**config.mk**
```make
export PLATFORM = sky130hd
export DESIGN_NAME = vertex_layout_from_flag_mask_core
export DESIGN_NICKNAME = d
export VERILOG_FILES = /design/src/hw/rtl/vlfm_pkg.sv /design/src/hw/rtl/vlfm_front.sv /design/src/hw/rtl/vlfm_queue.sv /design/src/hw/rtl/vlfm_back.sv /design/src/hw/rtl/vertex_layout_from_flag_mask_core.sv
export SDC_FILE = /design/constraint.sdc
export NUM_CORES = 1
export LEC_CHECK = 0
export BUFFER_PORTS_ARGS = -buffer_cell sky130_fd_sc_hd__buf_2
export CAP_MARGIN = 25
export CORE_MARGIN = 2
export CORE_UTILIZATION = 43
export DETAILED_ROUTE_END_ITERATION = 8
export HOLD_SLACK_MARGIN = 0.03
export PLACE_DENSITY = 0.6
export SYNTH_ARGS = -nofsm -noshare
export SYNTH_HDL_FRONTEND = slang
export SYNTH_HIERARCHICAL = 1
export SYNTH_SLANG_ARGS = --single-unit
```
**constraint.sdc**
```tcl
create_clock -name clk_i -period 11.46 [get_ports clk_i]
set_input_delay 2.292 -clock clk_i [delete_from_list [all_inputs] [get_ports clk_i]]
set_output_delay 2.292 -clock clk_i [all_outputs]
set_load 0.005 [all_outputs]
```
**src/hw/rtl/vlfm_pkg.sv**
```systemverilog
package vlfm_pkg;

  // descriptor slots, one bit per possible descriptor in emission order
  localparam int unsigned NumSlots = 34;
  localparam int unsigned SlotW    = 6;
  localparam int unsigned MaskW    = 32;

  typedef logic [NumSlots-1:0] slot_vec_t;
  typedef logic [SlotW-1:0]    slot_idx_t;

  // slot ranges
  localparam slot_idx_t SlotTexFirst = 6'd10;
  localparam slot_idx_t SlotTexLast  = 6'd25;
  localparam slot_idx_t SlotUnkFirst = 6'd26;
  localparam slot_idx_t SlotUnkLast  = 6'd28;

  // semantic codes
  localparam logic [3:0] SemPosition     = 4'd0;
  localparam logic [3:0] SemBlendWeight  = 4'd1;
  localparam logic [3:0] SemBlendIndices = 4'd2;
  localparam logic [3:0] SemNormal       = 4'd3;
  localparam logic [3:0] SemColor        = 4'd4;
  localparam logic [3:0] SemTangent      = 4'd5;
  localparam logic [3:0] SemBinormal     = 4'd6;
  localparam logic [3:0] SemTexcoord     = 4'd7;
  localparam logic [3:0] SemUnknownOne   = 4'd8;
  localparam logic [3:0] SemUnknownTwo   = 4'd9;
  localparam logic [3:0] SemUnknownThree = 4'd10;
  localparam logic [3:0] SemUnknownFour  = 4'd11;
  localparam logic [3:0] SemUnknownFive  = 4'd12;

  // format codes
  localparam logic [2:0] FmtRgb32f      = 3'd0;
  localparam logic [2:0] FmtRgba8Unorm  = 3'd1;
  localparam logic [2:0] FmtRgba8Uint   = 3'd2;
  localparam logic [2:0] FmtRg32f       = 3'd3;
  localparam logic [2:0] FmtRg16f       = 3'd4;
  localparam logic [2:0] FmtRgba32f     = 3'd5;
  localparam logic [2:0] FmtR32f        = 3'd6;
  localparam logic [2:0] FmtR11g11b10f  = 3'd7;

  // semantic of each slot
  function automatic logic [3:0] slot_sem(slot_idx_t idx);
    logic [3:0] sem;
    case (idx)
      6'd0:    sem = SemPosition;
      6'd1:    sem = SemBlendWeight;
      6'd2:    sem = SemBlendIndices;
      6'd3:    sem = SemNormal;
      6'd4:    sem = SemColor;
      6'd5:    sem = SemTangent;
      6'd6:    sem = SemBinormal;
      6'd7:    sem = SemNormal;
      6'd8:    sem = SemTangent;
      6'd9:    sem = SemBinormal;
      6'd26, 6'd27, 6'd28: sem = SemUnknownOne;
      6'd29:   sem = SemUnknownTwo;
      6'd30:   sem = SemUnknownThree;
      6'd31:   sem = SemUnknownFour;
      6'd32:   sem = SemPosition;
      6'd33:   sem = SemUnknownFive;
      default: sem = SemTexcoord;
    endcase
    return sem;
  endfunction

  // format of each slot
  function automatic logic [2:0] slot_fmt(slot_idx_t idx);
    logic [2:0] fmt;
    case (idx)
      6'd0, 6'd3, 6'd5, 6'd6, 6'd33: fmt = FmtRgb32f;
      6'd1, 6'd4, 6'd7, 6'd8, 6'd9:  fmt = FmtRgba8Unorm;
      6'd2:                          fmt = FmtRgba8Uint;
      6'd26, 6'd27, 6'd28, 6'd31:    fmt = FmtRgba32f;
      6'd29, 6'd30:                  fmt = FmtR32f;
      6'd32:                         fmt = FmtR11g11b10f;
      default: begin
        if (idx inside {[6'd10:6'd17]}) begin
          fmt = FmtRg32f;
        end else begin
          fmt = FmtRg16f;
        end
      end
    endcase
    return fmt;
  endfunction

  // size in bytes of each format
  function automatic logic [4:0] fmt_bytes(logic [2:0] fmt);
    logic [4:0] sz;
    case (fmt)
      FmtRgb32f:  sz = 5'd12;
      FmtRg32f:   sz = 5'd8;
      FmtRgba32f: sz = 5'd16;
      default:    sz = 5'd4;
    endcase
    return sz;
  endfunction

endpackage

```
**src/hw/rtl/vlfm_front.sv**
```systemverilog
module vlfm_front (
  input  logic [vlfm_pkg::MaskW-1:0] format_mask_i,
  input  logic                       in_valid_i,
  output logic                       in_stall_o,
  output logic                       push_o,
  output vlfm_pkg::slot_vec_t        slots_o,
  input  logic                       full_i
);

  // expand flag mask into one bit per descriptor slot
  always_comb begin
    slots_o        = '0;
    slots_o[6:0]   = format_mask_i[6:0];
    slots_o[9:7]   = {3{format_mask_i[7]}};
    slots_o[25:10] = format_mask_i[23:8];
    slots_o[28:26] = {3{format_mask_i[24]}};
    slots_o[33:29] = format_mask_i[29:25];
  end

  // accept whenever the queue has room
  assign in_stall_o = full_i;
  assign push_o     = in_valid_i && !full_i;

endmodule

```
**src/hw/rtl/vlfm_queue.sv**
```systemverilog
module vlfm_queue #(
  parameter int unsigned Depth = 2
) (
  input  logic                clk_i,
  input  logic                rst_ni,
  input  logic                push_i,
  input  vlfm_pkg::slot_vec_t wdata_i,
  output logic                full_o,
  output logic                valid_o,
  input  logic                pop_i,
  output vlfm_pkg::slot_vec_t rdata_o
);

  localparam int unsigned PtrW = $clog2(Depth);
  localparam int unsigned CntW = $clog2(Depth + 1);

  vlfm_pkg::slot_vec_t mem_q [Depth];
  logic [PtrW-1:0] wr_ptr_q, wr_ptr_d;
  logic [PtrW-1:0] rd_ptr_q, rd_ptr_d;
  logic [CntW-1:0] cnt_q, cnt_d;
  logic            do_pop;

  assign full_o  = (cnt_q == CntW'(Depth));
  assign valid_o = (cnt_q != '0);
  assign rdata_o = mem_q[rd_ptr_q];
  assign do_pop  = pop_i && valid_o;

  // pointer and count update
  always_comb begin
    wr_ptr_d = wr_ptr_q;
    rd_ptr_d = rd_ptr_q;
    cnt_d    = cnt_q;
    if (push_i) begin
      wr_ptr_d = (wr_ptr_q == PtrW'(Depth - 1)) ? '0 : wr_ptr_q + 1'b1;
    end
    if (do_pop) begin
      rd_ptr_d = (rd_ptr_q == PtrW'(Depth - 1)) ? '0 : rd_ptr_q + 1'b1;
    end
    if (push_i && !do_pop) begin
      cnt_d = cnt_q + 1'b1;
    end else if (!push_i && do_pop) begin
      cnt_d = cnt_q - 1'b1;
    end
  end

  always_ff @(posedge clk_i or negedge rst_ni) begin
    if (!rst_ni) begin
      wr_ptr_q <= '0;
      rd_ptr_q <= '0;
      cnt_q    <= '0;
    end else begin
      wr_ptr_q <= wr_ptr_d;
      rd_ptr_q <= rd_ptr_d;
      cnt_q    <= cnt_d;
    end
  end

  // entry storage
  always_ff @(posedge clk_i) begin
    if (push_i) begin
      mem_q[wr_ptr_q] <= wdata_i;
    end
  end

endmodule

```
**src/hw/rtl/vlfm_back.sv**
```systemverilog
module vlfm_back (
  input  logic                clk_i,
  input  logic                rst_ni,
  input  logic                q_valid_i,
  input  vlfm_pkg::slot_vec_t q_data_i,
  output logic                q_pop_o,
  output logic                out_valid_o,
  input  logic                out_stall_i,
  output logic                element_valid_o,
  output logic [3:0]          semantic_o,
  output logic [3:0]          semantic_index_o,
  output logic [2:0]          element_format_o,
  output logic [7:0]          byte_offset_o,
  output logic [8:0]          vertex_stride_o,
  output logic                last_o
);

  logic                have_q, have_d;
  vlfm_pkg::slot_vec_t cur_q, cur_d;
  logic [8:0]          off_q, off_d;
  logic [3:0]          tc_q, tc_d;
  logic                out_valid_q, out_valid_d;

  logic                found;
  vlfm_pkg::slot_idx_t idx;
  vlfm_pkg::slot_vec_t rest;
  logic [3:0]          sem_w, sidx_w;
  logic [2:0]          fmt_w;
  logic [4:0]          size_w;
  logic [8:0]          next_off;
  logic                is_tex, is_unk, last_w;
  logic                load_en, emit, finish;

  // lowest pending slot
  always_comb begin
    idx = '0;
    for (int i = vlfm_pkg::NumSlots - 1; i >= 0; i--) begin
      if (cur_q[i]) begin
        idx = vlfm_pkg::SlotW'(i);
      end
    end
  end

  assign found = |cur_q;
  assign rest  = cur_q & ~(vlfm_pkg::slot_vec_t'(1) << idx);

  // descriptor fields for the current slot
  always_comb begin
    is_tex   = idx inside {[vlfm_pkg::SlotTexFirst:vlfm_pkg::SlotTexLast]};
    is_unk   = idx inside {[vlfm_pkg::SlotUnkFirst:vlfm_pkg::SlotUnkLast]};
    sem_w    = vlfm_pkg::slot_sem(idx);
    fmt_w    = vlfm_pkg::slot_fmt(idx);
    size_w   = vlfm_pkg::fmt_bytes(fmt_w);
    next_off = off_q + {4'd0, size_w};
    if (is_tex) begin
      sidx_w = tc_q;
    end else if (is_unk) begin
      sidx_w = 4'(idx - vlfm_pkg::SlotUnkFirst);
    end else begin
      sidx_w = '0;
    end
    last_w = !found || (rest == '0);
  end

  // serializer control
  assign load_en = !out_valid_q || !out_stall_i;
  assign emit    = have_q && load_en;
  assign finish  = emit && last_w;
  assign q_pop_o = q_valid_i && (!have_q || finish);

  always_comb begin
    have_d      = have_q;
    cur_d       = cur_q;
    off_d       = off_q;
    tc_d        = tc_q;
    out_valid_d = out_valid_q;
    if (emit) begin
      out_valid_d = 1'b1;
    end else if (load_en) begin
      out_valid_d = 1'b0;
    end
    if (q_pop_o) begin
      have_d = 1'b1;
      cur_d  = q_data_i;
      off_d  = '0;
      tc_d   = '0;
    end else if (finish) begin
      have_d = 1'b0;
    end else if (emit) begin
      cur_d = rest;
      off_d = next_off;
      tc_d  = is_tex ? tc_q + 1'b1 : tc_q;
    end
  end

  always_ff @(posedge clk_i or negedge rst_ni) begin
    if (!rst_ni) begin
      have_q      <= 1'b0;
      out_valid_q <= 1'b0;
    end else begin
      have_q      <= have_d;
      out_valid_q <= out_valid_d;
    end
  end

  always_ff @(posedge clk_i) begin
    cur_q <= cur_d;
    off_q <= off_d;
    tc_q  <= tc_d;
  end

  // output register
  always_ff @(posedge clk_i) begin
    if (emit) begin
      element_valid_o  <= found;
      semantic_o       <= found ? sem_w : '0;
      semantic_index_o <= found ? sidx_w : '0;
      element_format_o <= found ? fmt_w : '0;
      byte_offset_o    <= found ? off_q[7:0] : '0;
      vertex_stride_o  <= (found && last_w) ? next_off : '0;
      last_o           <= last_w;
    end
  end

  assign out_valid_o = out_valid_q;

endmodule

```
**src/hw/rtl/vertex_layout_from_flag_mask_core.sv**
```systemverilog
// Vertex layout builder: each accepted 32-bit format mask produces its vertex
// attribute descriptors, one per cycle while out_stall_i is low, in fixed
// order (fixed attributes, tangent frame, texcoords, extra entries), each
// with semantic, index, format and byte offset; the final one has last set
// and carries the vertex stride. A mask with bits 0 to 29 clear yields a
// single descriptor with element_valid low and last high. An item has 1 to
// 34 descriptors and holds the serializer until all are out; that single
// serializer sets the throughput. A queue of QueueDepth masks (at least 2)
// sits in front, so new masks are accepted while earlier ones are still
// in the serializer, which moves on to the next mask without a gap cycle.
module vertex_layout_from_flag_mask_core #(
  parameter int unsigned QueueDepth = 2
) (
  input  logic        clk_i,
  input  logic        rst_ni,
  input  logic        in_valid_i,
  output logic        in_stall_o,
  input  logic [31:0] format_mask_i,
  output logic        out_valid_o,
  input  logic        out_stall_i,
  output logic        element_valid_o,
  output logic [3:0]  semantic_o,
  output logic [3:0]  semantic_index_o,
  output logic [2:0]  element_format_o,
  output logic [7:0]  byte_offset_o,
  output logic [8:0]  vertex_stride_o,
  output logic        last_o
);

  logic                push, full, q_valid, q_pop;
  vlfm_pkg::slot_vec_t slots, q_data;

  // mask classification and input acceptance
  vlfm_front u_front (
    .format_mask_i (format_mask_i),
    .in_valid_i    (in_valid_i),
    .in_stall_o    (in_stall_o),
    .push_o        (push),
    .slots_o       (slots),
    .full_i        (full)
  );

  // decoupling queue
  vlfm_queue #(
    .Depth (QueueDepth)
  ) u_queue (
    .clk_i   (clk_i),
    .rst_ni  (rst_ni),
    .push_i  (push),
    .wdata_i (slots),
    .full_o  (full),
    .valid_o (q_valid),
    .pop_i   (q_pop),
    .rdata_o (q_data)
  );

  // descriptor serializer
  vlfm_back u_back (
    .clk_i            (clk_i),
    .rst_ni           (rst_ni),
    .q_valid_i        (q_valid),
    .q_data_i         (q_data),
    .q_pop_o          (q_pop),
    .out_valid_o      (out_valid_o),
    .out_stall_i      (out_stall_i),
    .element_valid_o  (element_valid_o),
    .semantic_o       (semantic_o),
    .semantic_index_o (semantic_index_o),
    .element_format_o (element_format_o),
    .byte_offset_o    (byte_offset_o),
    .vertex_stride_o  (vertex_stride_o),
    .last_o           (last_o)
  );

endmodule
```
==> results of run 1 <==
==> registers in the layout (all words and copies together) (netlist names), 2 cells and up <==
signal	count
u_back/semantic_o	4
u_queue/cnt_q	2
u_back/semantic_index_o	4
u_back/cur_q	34
u_back/off_q	7
u_back/byte_offset_o	6
u_back/vertex_stride_o	7
u_queue/mem_q	68
u_back/element_format_o	3
u_back/tc_q	4
==> through the flow <==
stage	cell area, um2	setup WS, ns	utilization (%)
2_1_floorplan	8033	6.438	-
3_3_place_gp	8227	6.227	45.33
3_5_place_dp	8227	6.109	45.33
4_1_cts	8837	6.093	48.70
5_1_grt	8877	5.518	48.92
6_report	8877	5.992	48.92
==> metal layers <==
metal / share of wire (%) / up-vias / GRT usage [%]
li1: - / 2520 / -
met5: 0 / - / 0
met1: 45 / 2558 / 25.27
met3: 4.6 / 35 / 3.533
met4: 3.3 / 0 / 9.632
met2: 47 / 181 / 30.11
==> layout make-up <==
class | instances | share of cell area, %
Clock buffer | 26 | 6.455
Clock inverter | 6 | 0.4228
Inverter | 35 | 1.480
Multi-Input combinational cell | 429 | 36.62
Sequential cell | 145 | 47.48
Tap cell | 229 | 3.228
Timing Repair Buffer | 68 | 4.313
==> cell families (layout without fill, tap and decap cells) <==
logic type / Yosys count / count (layout) / share of synthesized area (%)
and+or+nand+nor: 196 / 196 / 13.79
DFF: 145 / 145 / 52.53
AOI/OAI and AO/OA: 139 / 139 / 11.98
buffers and inverters: 94 / 135 / 7.269
muxes: 69 / 69 / 11.53
xor gates and xnor gates: 11 / 11 / 1.201
adders and majority gates: 10 / 10 / 1.653
other: 1 / 4 / 0.04675
==> worst max-delay path by stage <==
stage | cells after the start | endpoint | startpoint | slack (ns)
final | 22 | u_back/off_q[8]$_SDFFE_PP0P_ | u_back/cur_q[10]$_DFFE_PP_ | 5.99
after global routing | 22 | u_back/off_q[8]$_SDFFE_PP0P_ | u_back/cur_q[10]$_DFFE_PP_ | 5.52
after CTS | 20 | u_back/off_q[8]$_SDFFE_PP0P_ | u_back/cur_q[10]$_DFFE_PP_ | 6.09
after detailed placement | 20 | u_back/off_q[8]$_SDFFE_PP0P_ | u_back/cur_q[10]$_DFFE_PP_ | 6.11
after global placement | 14 | u_back/cur_q[24]$_DFFE_PP_ | u_back/cur_q[6]$_DFFE_PP_ | 6.23
after floorplan | 13 | u_back/cur_q[0]$_DFFE_PP_ | u_back/cur_q[6]$_DFFE_PP_ | 6.44
==> cell usage in the layout, fill, tap and decap left out, types with 9 or more instances in the layout <==
cell,n
sky130_fd_sc_hd__nor3_1,13
sky130_fd_sc_hd__o21ai_0,29
sky130_fd_sc_hd__dfxtp_1,11
sky130_fd_sc_hd__clkbuf_16,20
sky130_fd_sc_hd__buf_2,61
sky130_fd_sc_hd__nand2_1,43
sky130_fd_sc_hd__o21a_1,11
sky130_fd_sc_hd__mux2i_1,14
sky130_fd_sc_hd__a21oi_1,20
sky130_fd_sc_hd__mux2_4,44
sky130_fd_sc_hd__nor2_1,54
sky130_fd_sc_hd__and2_1,19
sky130_fd_sc_hd__inv_1,32
sky130_fd_sc_hd__edfxtp_1,128
sky130_fd_sc_hd__ha_1,9
==> critical path, cell delays in order, from the launching register on <==
cell and delay (ns):
sky130_fd_sc_hd__edfxtp_1 0.56, sky130_fd_sc_hd__nor4_4 0.47, sky130_fd_sc_hd__o21ai_1 0.12, sky130_fd_sc_hd__o21ai_1 0.23, sky130_fd_sc_hd__and2_1 0.39, sky130_fd_sc_hd__clkinv_1 0.39
sky130_fd_sc_hd__ha_1 0.34, sky130_fd_sc_hd__a22oi_1 0.19, sky130_fd_sc_hd__nor2_1 0.06, sky130_fd_sc_hd__o21a_1 0.19, sky130_fd_sc_hd__a221oi_1 0.40, sky130_fd_sc_hd__nand2_1 0.13
sky130_fd_sc_hd__nand3_1 0.10, sky130_fd_sc_hd__and2_1 0.13, sky130_fd_sc_hd__ha_1 0.17, sky130_fd_sc_hd__inv_1 0.06, sky130_fd_sc_hd__fa_1 0.40, sky130_fd_sc_hd__nor2b_1 0.14
sky130_fd_sc_hd__o21a_1 0.19, sky130_fd_sc_hd__nand3_1 0.16, sky130_fd_sc_hd__o21ai_0 0.11, sky130_fd_sc_hd__nand2_1 0.08, sky130_fd_sc_hd__a221o_1 0.34
==> power by group through the flow <==
stage / logic (mW) / registers, mW / clock network [mW]
after detailed placement: 0.327 / 0.775 / 0
final: 0.355 / 0.738 / 0.552
after global routing: 0.390 / 0.749 / 0.585
after floorplan: 0.303 / 0.731 / 0
after global placement: 0.315 / 0.769 / 0
after CTS: 0.328 / 0.764 / 0.566
==> impl_results.rst, run 1 <==
.. list-table::
   :header-rows: 1

   * - Metric
     - Value
   * - Run status
     - completed
   * - Die Height
     - 140.6 um
   * - Post-synthesis instance total
     - 665
   * - Headroom to the max-slew limit
     - 44.47%
   * - Later-pin clock latency in the skew report
     - 0.42 ns
   * - Vias
     - about 5300
   * - Final non-filler cell total
     - 938
   * - Level count of the clock H-tree
     - 4
   * - Total design power
     - 1.645 mW
   * - Routability-driven placement congestion ratio
     - 0.8943
   * - Number of enable flip-flop cells after synthesis
     - approximately 130
   * - Footprint of the flip-flops and latches
     - about 4200 um2
   * - Fraction of power consumed by combinational cells
     - ~22%
   * - Final setup vio count
     - 0
   * - Crit path required time
     - 11.77 ns
   * - Highest achievable clock rate
     - 182.9 MHz
   * - Overall fraction of global-route tracks in use
     - 19.04%
   * - Max-slew violations
     - 0
   * - Pwr dens
     - 185.3 nW/um2
   * - Cell depth of the worst flop-to-flop path
     - 22
   * - Initial Util
     - between 40% and 50%
   * - Vias per Instance
     - 5.644
   * - Slew @ Worst Pin
     - 0.8300 ns
   * - NetSw
     - 0.4378 mW
   * - Hold Crit Endpoint
     - u_queue/cnt_q[1]$_DFFE_PN0P_
   * - Mean routed wirelength per cell
     - 19.47 um
   * - Warnings from Yosys
     - 6
   * - Number of antenna cells inserted
     - 0
   * - First-pass GRT wire length
     - 28800 um
   * - Unrepaired setup endpoints after global routing
     - false
   * - Worst-case register-to-register setup slack
     - roughly 6.0 ns
   * - Cell type contributing the most total cell area after synthesis
     - sky130_fd_sc_hd__edfxtp_1
   * - Routed wire length
     - 18260 um
   * - Max Cap Viol
     - 0
   * - Number of nets in the finished design
     - 742
   * - Worst setup skew after layout
     - 0.01215 ns
   * - CP endpoint kind
     - flop
   * - Worst hold margin
     - between 0.5 and 0.6 ns
   * - Area share of the largest cell type after synthesis
     - between 40% and 50%
   * - First-iteration detailed-routing DRC count
     - 441
   * - Final total negative setup slack
     - 0 ns
   * - Antenna violations before repair
     - 0
   * - IR drop worst, VDD
     - about 96 uV
   * - Synthesis-to-finish area growth
     - 10.67%
   * - Cts-stage hold buffer count
     - 0
   * - Antenna-violating nets left
     - 0
   * - Min Tclk post-route
     - 5.468 ns
   * - Core footprint
     - approximately 18000 um2
   * - Static leakage
     - 3.503 nW
   * - Largest net degree at the start of global routing
     - 37
   * - Post-CTS setup-driven buffer insertion count
     - 0
   * - Post-route DRC
     - 0
   * - Total of flip-flops plus latches after synthesis
     - between 100 and 150
   * - Number of placed instances with taps included
     - ~900
   * - Most frequent cell after synthesis
     - sky130_fd_sc_hd__edfxtp_1
   * - Port Buf Inserts
     - between 60 and 70
   * - Share of synthesized area occupied by flip-flops and latches
     - 52.53%
   * - Reg2reg end
     - u_back/off_q[8]$_SDFFE_PP0P_
   * - Layout fillers
     - 1608
   * - Arrival time reported for the critical path endpoint
     - 5.78 ns
   * - Post-DP HPWL
     - 13260 um
   * - Max Fanout on Critical Path
     - 11
   * - Fraction of final layout cells with drive strength greater than 1
     - 24.68%
   * - Critical path type
     - reg -> reg
   * - TritonCTS clock tree
     - done
   * - Startpoint of the most critical register-to-register path
     - u_back/cur_q[10]$_DFFE_PP_
   * - Clock-pin slew on the worst setup and hold paths
     - 0.07 ns
   * - Clock tree root driver cell
     - sky130_fd_sc_hd__clkbuf_16
   * - Net switching share of the total power
     - 26.61%
   * - Number of library cell types mapped by synthesis
     - 88
   * - Startpoint of the lowest-slack hold path
     - u_queue/cnt_q[1]$_DFFE_PN0P_
   * - Area of the multi-input gates
     - about 3300 um2
   * - Proportion of register bits with asynchronous set or reset after synthesis
     - 4.138%
   * - Biggest area contributors in the synthesized netlist
     - sky130_fd_sc_hd__edfxtp_1 (48%), sky130_fd_sc_hd__mux2_4 (8.2%), sky130_fd_sc_hd__buf_4 (3.6%)
   * - Mean cell area of the mapped netlist
     - between 10 and 15 um2
   * - Number of sinks driven by the clock tree
     - between 100 and 150
   * - Class of the most critical hold timing path
     - reg -> reg
   * - GRT Residual Overflow
     - 0
   * - Element type at the critical path start
     - flop
   * - # resized after CTS
     - 0
   * - Floorplan row count
     - 49
   * - Post-synthesis instance area
     - 8021 um2
   * - Vias in the first global route
     - 5238
   * - Clock Tree Buf Depth
     - 2
   * - Internal power
     - 1.207 mW
   * - Share of power burned in registers
     - 44.8%
   * - Die X-Extent
     - 140.6 um
   * - Final hold vios
     - 0
   * - Top FF cell, synth
     - sky130_fd_sc_hd__edfxtp_1
   * - Number of CTS-inserted buffers
     - 17
   * - Clk pwr share
     - 33.6%
   * - Die area
     - 19760 um2
   * - First-pass DRT Iterations
     - 4
   * - Crit share post-route
     - 47.71%
   * - I/O pin count
     - 68
   * - Hold Path Depth
     - 1
   * - Ranking of synthesized cells by instance count
     - sky130_fd_sc_hd__edfxtp_1 (128), sky130_fd_sc_hd__nor2_1 (55), sky130_fd_sc_hd__mux2_4 (44)
(Power assumes the default switching activity.)
==> run 2: changes to the inputs <==
clock period = 5.45 ns   (was 11.46 ns; I/O delays follow)
==> run 2 against run 1 <==
Against the previous run: non-clock buffer count is 13 higher; largest power group unchanged; worst hold slack got worse by 0.021 ns; first-iteration DRC count rose by 4.1%.
==> impl_results.rst, run 2 (same netlist as run 1, synthesis figures left out) <==
.. list-table::
   :header-rows: 1

   * - Metric
     - Value
   * - Run status
     - completed
   * - TritonCTS clock tree
     - done
   * - Mean routed wirelength per cell
     - 19.34 um (-0.68%)
   * - Synthesis-to-finish area growth
     - 11.89%
   * - Core footprint
     - 18150 um2 (unchanged)
   * - Largest net degree at the start of global routing
     - 36 (-2.7%)
   * - Crit share post-route
     - 93.50% (+46 points)
   * - Clock tree root driver cell
     - sky130_fd_sc_hd__clkbuf_16
   * - First-pass DRT Iterations
     - 5 (+1)
   * - Element type at the critical path start
     - flop
   * - Post-DP HPWL
     - 13580 um (+2.4%)
   * - Number of antenna cells inserted
     - 0 (unchanged)
   * - Fraction of final layout cells with drive strength greater than 1
     - 26.18% (+1.5 points)
   * - Number of CTS-inserted buffers
     - 17 (unchanged)
   * - Slew @ Worst Pin
     - 0.7785 ns (-0.05144 ns)
   * - CP endpoint kind
     - flop
   * - Worst setup skew after layout
     - 0.009812 ns (-0.002341 ns)
   * - Die area
     - 19760 um2 (unchanged)
   * - Routed wire length
     - 18390 um (+0.70%)
   * - Vias per Instance
     - 5.656 (+0.22%)
   * - Max Cap Viol
     - 0 (unchanged)
   * - Startpoint of the most critical register-to-register path
     - u_back/cur_q[6]$_DFFE_PP_
   * - Floorplan row count
     - 49 (unchanged)
   * - Antenna violations before repair
     - 1 (+1)
   * - Layout fillers
     - 1623 (+0.93%)
   * - Initial Util
     - 44.20% (unchanged)
   * - Largest register FFs
     - 68 (unchanged)
   * - Vias
     - 5379 (+1.6%)
   * - Antenna-violating nets left
     - 0 (unchanged)
   * - Later-pin clock latency in the skew report
     - 0.43 ns (about the same)
   * - GRT Residual Overflow
     - 0 (unchanged)
   * - Arrival time reported for the critical path endpoint
     - 5.45 ns (-0.33 ns)
   * - Routability-driven placement congestion ratio
     - 0.9435 (+5.5%)
   * - Worst path max stage delay
     - 0.60 ns (+0.04 ns)
   * - Post-CTS setup-driven buffer insertion count
     - 0 (unchanged)
   * - Highest achievable clock rate
     - 196.2 MHz (+7.3%)
   * - Commonest cells after routing, fill and taps aside
     - sky130_fd_sc_hd__edfxtp_1 (128), sky130_fd_sc_hd__buf_2 (61), sky130_fd_sc_hd__nor2_1 (54), sky130_fd_sc_hd__mux2_4 (44), sky130_fd_sc_hd__nand2_1 (43)
   * - Crit path required time
     - 5.80 ns (-5.97 ns)
   * - Static leakage
     - 3.562 nW (+1.7%)
   * - Slowest cell on the critical path
     - sky130_fd_sc_hd__o31ai_1
   * - First-pass GRT wire length
     - 28790 um (about the same)
   * - Top flop regs
     - u_queue/mem_q: 68 flops, u_back/cur_q: 34 flops
   * - First-iteration detailed-routing DRC count
     - 459 (+4.1%)
   * - Port Buf Inserts
     - 61 (unchanged)
   * - Final hold vios
     - 0 (unchanged)
   * - Min Tclk post-route
     - 5.096 ns (-0.3722 ns)
   * - Unrepaired setup endpoints after global routing
     - false
   * - Post-route DRC
     - 0 (unchanged)
   * - Max-slew violations
     - 0 (unchanged)
   * - Most common cell after layout, fill and taps aside
     - sky130_fd_sc_hd__edfxtp_1
   * - Overall fraction of global-route tracks in use
     - 19.10% (+0.061 points)
   * - Clock Tree Buf Depth
     - 2 (unchanged)
   * - Post-layout worst setup margin
     - 0.3544 ns (-5.638 ns)
   * - CP startpoint
     - u_back/cur_q[6]$_DFFE_PP_
   * - I/O pin count
     - 68 (unchanged)
   * - Die Height
     - 140.6 um (unchanged)
   * - Final setup vio count
     - 0 (unchanged)
   * - Pwr dens
     - 387.1 nW/um2 (+110%)
   * - Dominant delay contributor by cell family on the critical path
     - simple AND/OR/NAND/NOR gates
   * - Max Fanout on Critical Path
     - 13 (+2)
   * - Headroom to the max-slew limit
     - 47.91% (+3.4 points)
   * - Clock-pin slew on the worst setup and hold paths
     - 0.06 ns (about the same)
   * - Number of nets in the finished design
     - 755 (+1.8%)
   * - Critical path type
     - reg -> reg
   * - IR drop worst, VDD
     - 222.0 uV (+130%)
   * - Die X-Extent
     - 140.6 um (unchanged)
   * - Vias in the first global route
     - 5380 (+2.7%)
   * - Biggest register
     - u_queue/mem_q
   * - Final total negative setup slack
     - 0 ns (unchanged)
   * - Number of sinks driven by the clock tree
     - 145 (unchanged)
   * - Setup WS pre-CTS
     - 0.4413 ns (-5.668 ns)
   * - Worst path buffer plus inverter count
     - 2 (unchanged)
   * - Cells along the critical path
     - nor2_1, o31ai_1, a311o_1, nand3_1, buf_4, o31ai_1, o2111ai_1, or4b_1, or4_4, or3_1, a21o_2, inv_2, nand2_1, ha_1, nor2_1, xor2_1
   * - Class of the most critical hold timing path
     - in -> async
   * - Level count of the clock H-tree
     - 4 (unchanged)
[run 2: final timing paths]
check | slack, ns | cells past startpoint | endpoint
min | 0.48 | 1 | u_queue/cnt_q[1]$_DFFE_PN0P_
max in group asynchronous | 4.81 | 1 | u_queue/rd_ptr_q$_DFFE_PN0P_
max | 0.35 | 16 | u_queue/cnt_q[1]$_DFFE_PN0P_
min in group clk_i | 0.49 | 1 | u_queue/cnt_q[1]$_DFFE_PN0P_
min reg2reg | 0.49 | 1 | u_queue/cnt_q[1]$_DFFE_PN0P_
max reg2reg | 0.35 | 16 | u_queue/cnt_q[1]$_DFFE_PN0P_
[run 2: layout make-up]
class                           count  area, um2  share of cell area [%]
Sequential cell                   145       4215                   46.97
Clock inverter                     12      117.6                   1.310
Inverter                           35      131.4                   1.464
Multi-Input combinational cell    429       3252                   36.23
Tap cell                          229      286.5                   3.193
Clock buffer                       20      479.2                   5.339
Timing Repair Buffer               81      493.0                   5.493
[run 2: stage by stage]
stage	cells	cell area [um2]	power, mW	utilization, %	hold slack [ns]
floorplan	668	8033	2.174	-	0.4479
global placement	917	8337	2.287	45.94	0.4689
detailed placement	917	8337	2.317	45.94	0.4828
CTS	949	8934	3.494	49.23	0.4627
global route	951	8975	3.646	49.46	0.4673
finish	951	8975	3.474	49.46	0.4821
[run 2: power by group]
group,total [mW],internal (mW),leakage (nW),switching [mW]
clock network,1.17,0.691,0.294,0.478
logic,0.756,0.387,1.88,0.369
registers,1.55,1.43,1.38,0.115
[run 2: what timing repair did]
item,4_1_cts,5_1_grt
resized for setup,0,1
endpoints found under the setup margin,0,1
hold buffers,0,0
[run 2: per-layer routing]
layer / wire length (um) / GRT usage, % / vias up
met2: 8603 / 30.16 / 179
met4: 590 / 9.211 / 2
li1: - / - / 2548
met3: 904 / 3.940 / 44
met1: 8273 / 25.34 / 2606
met5: 19 / 0 / -
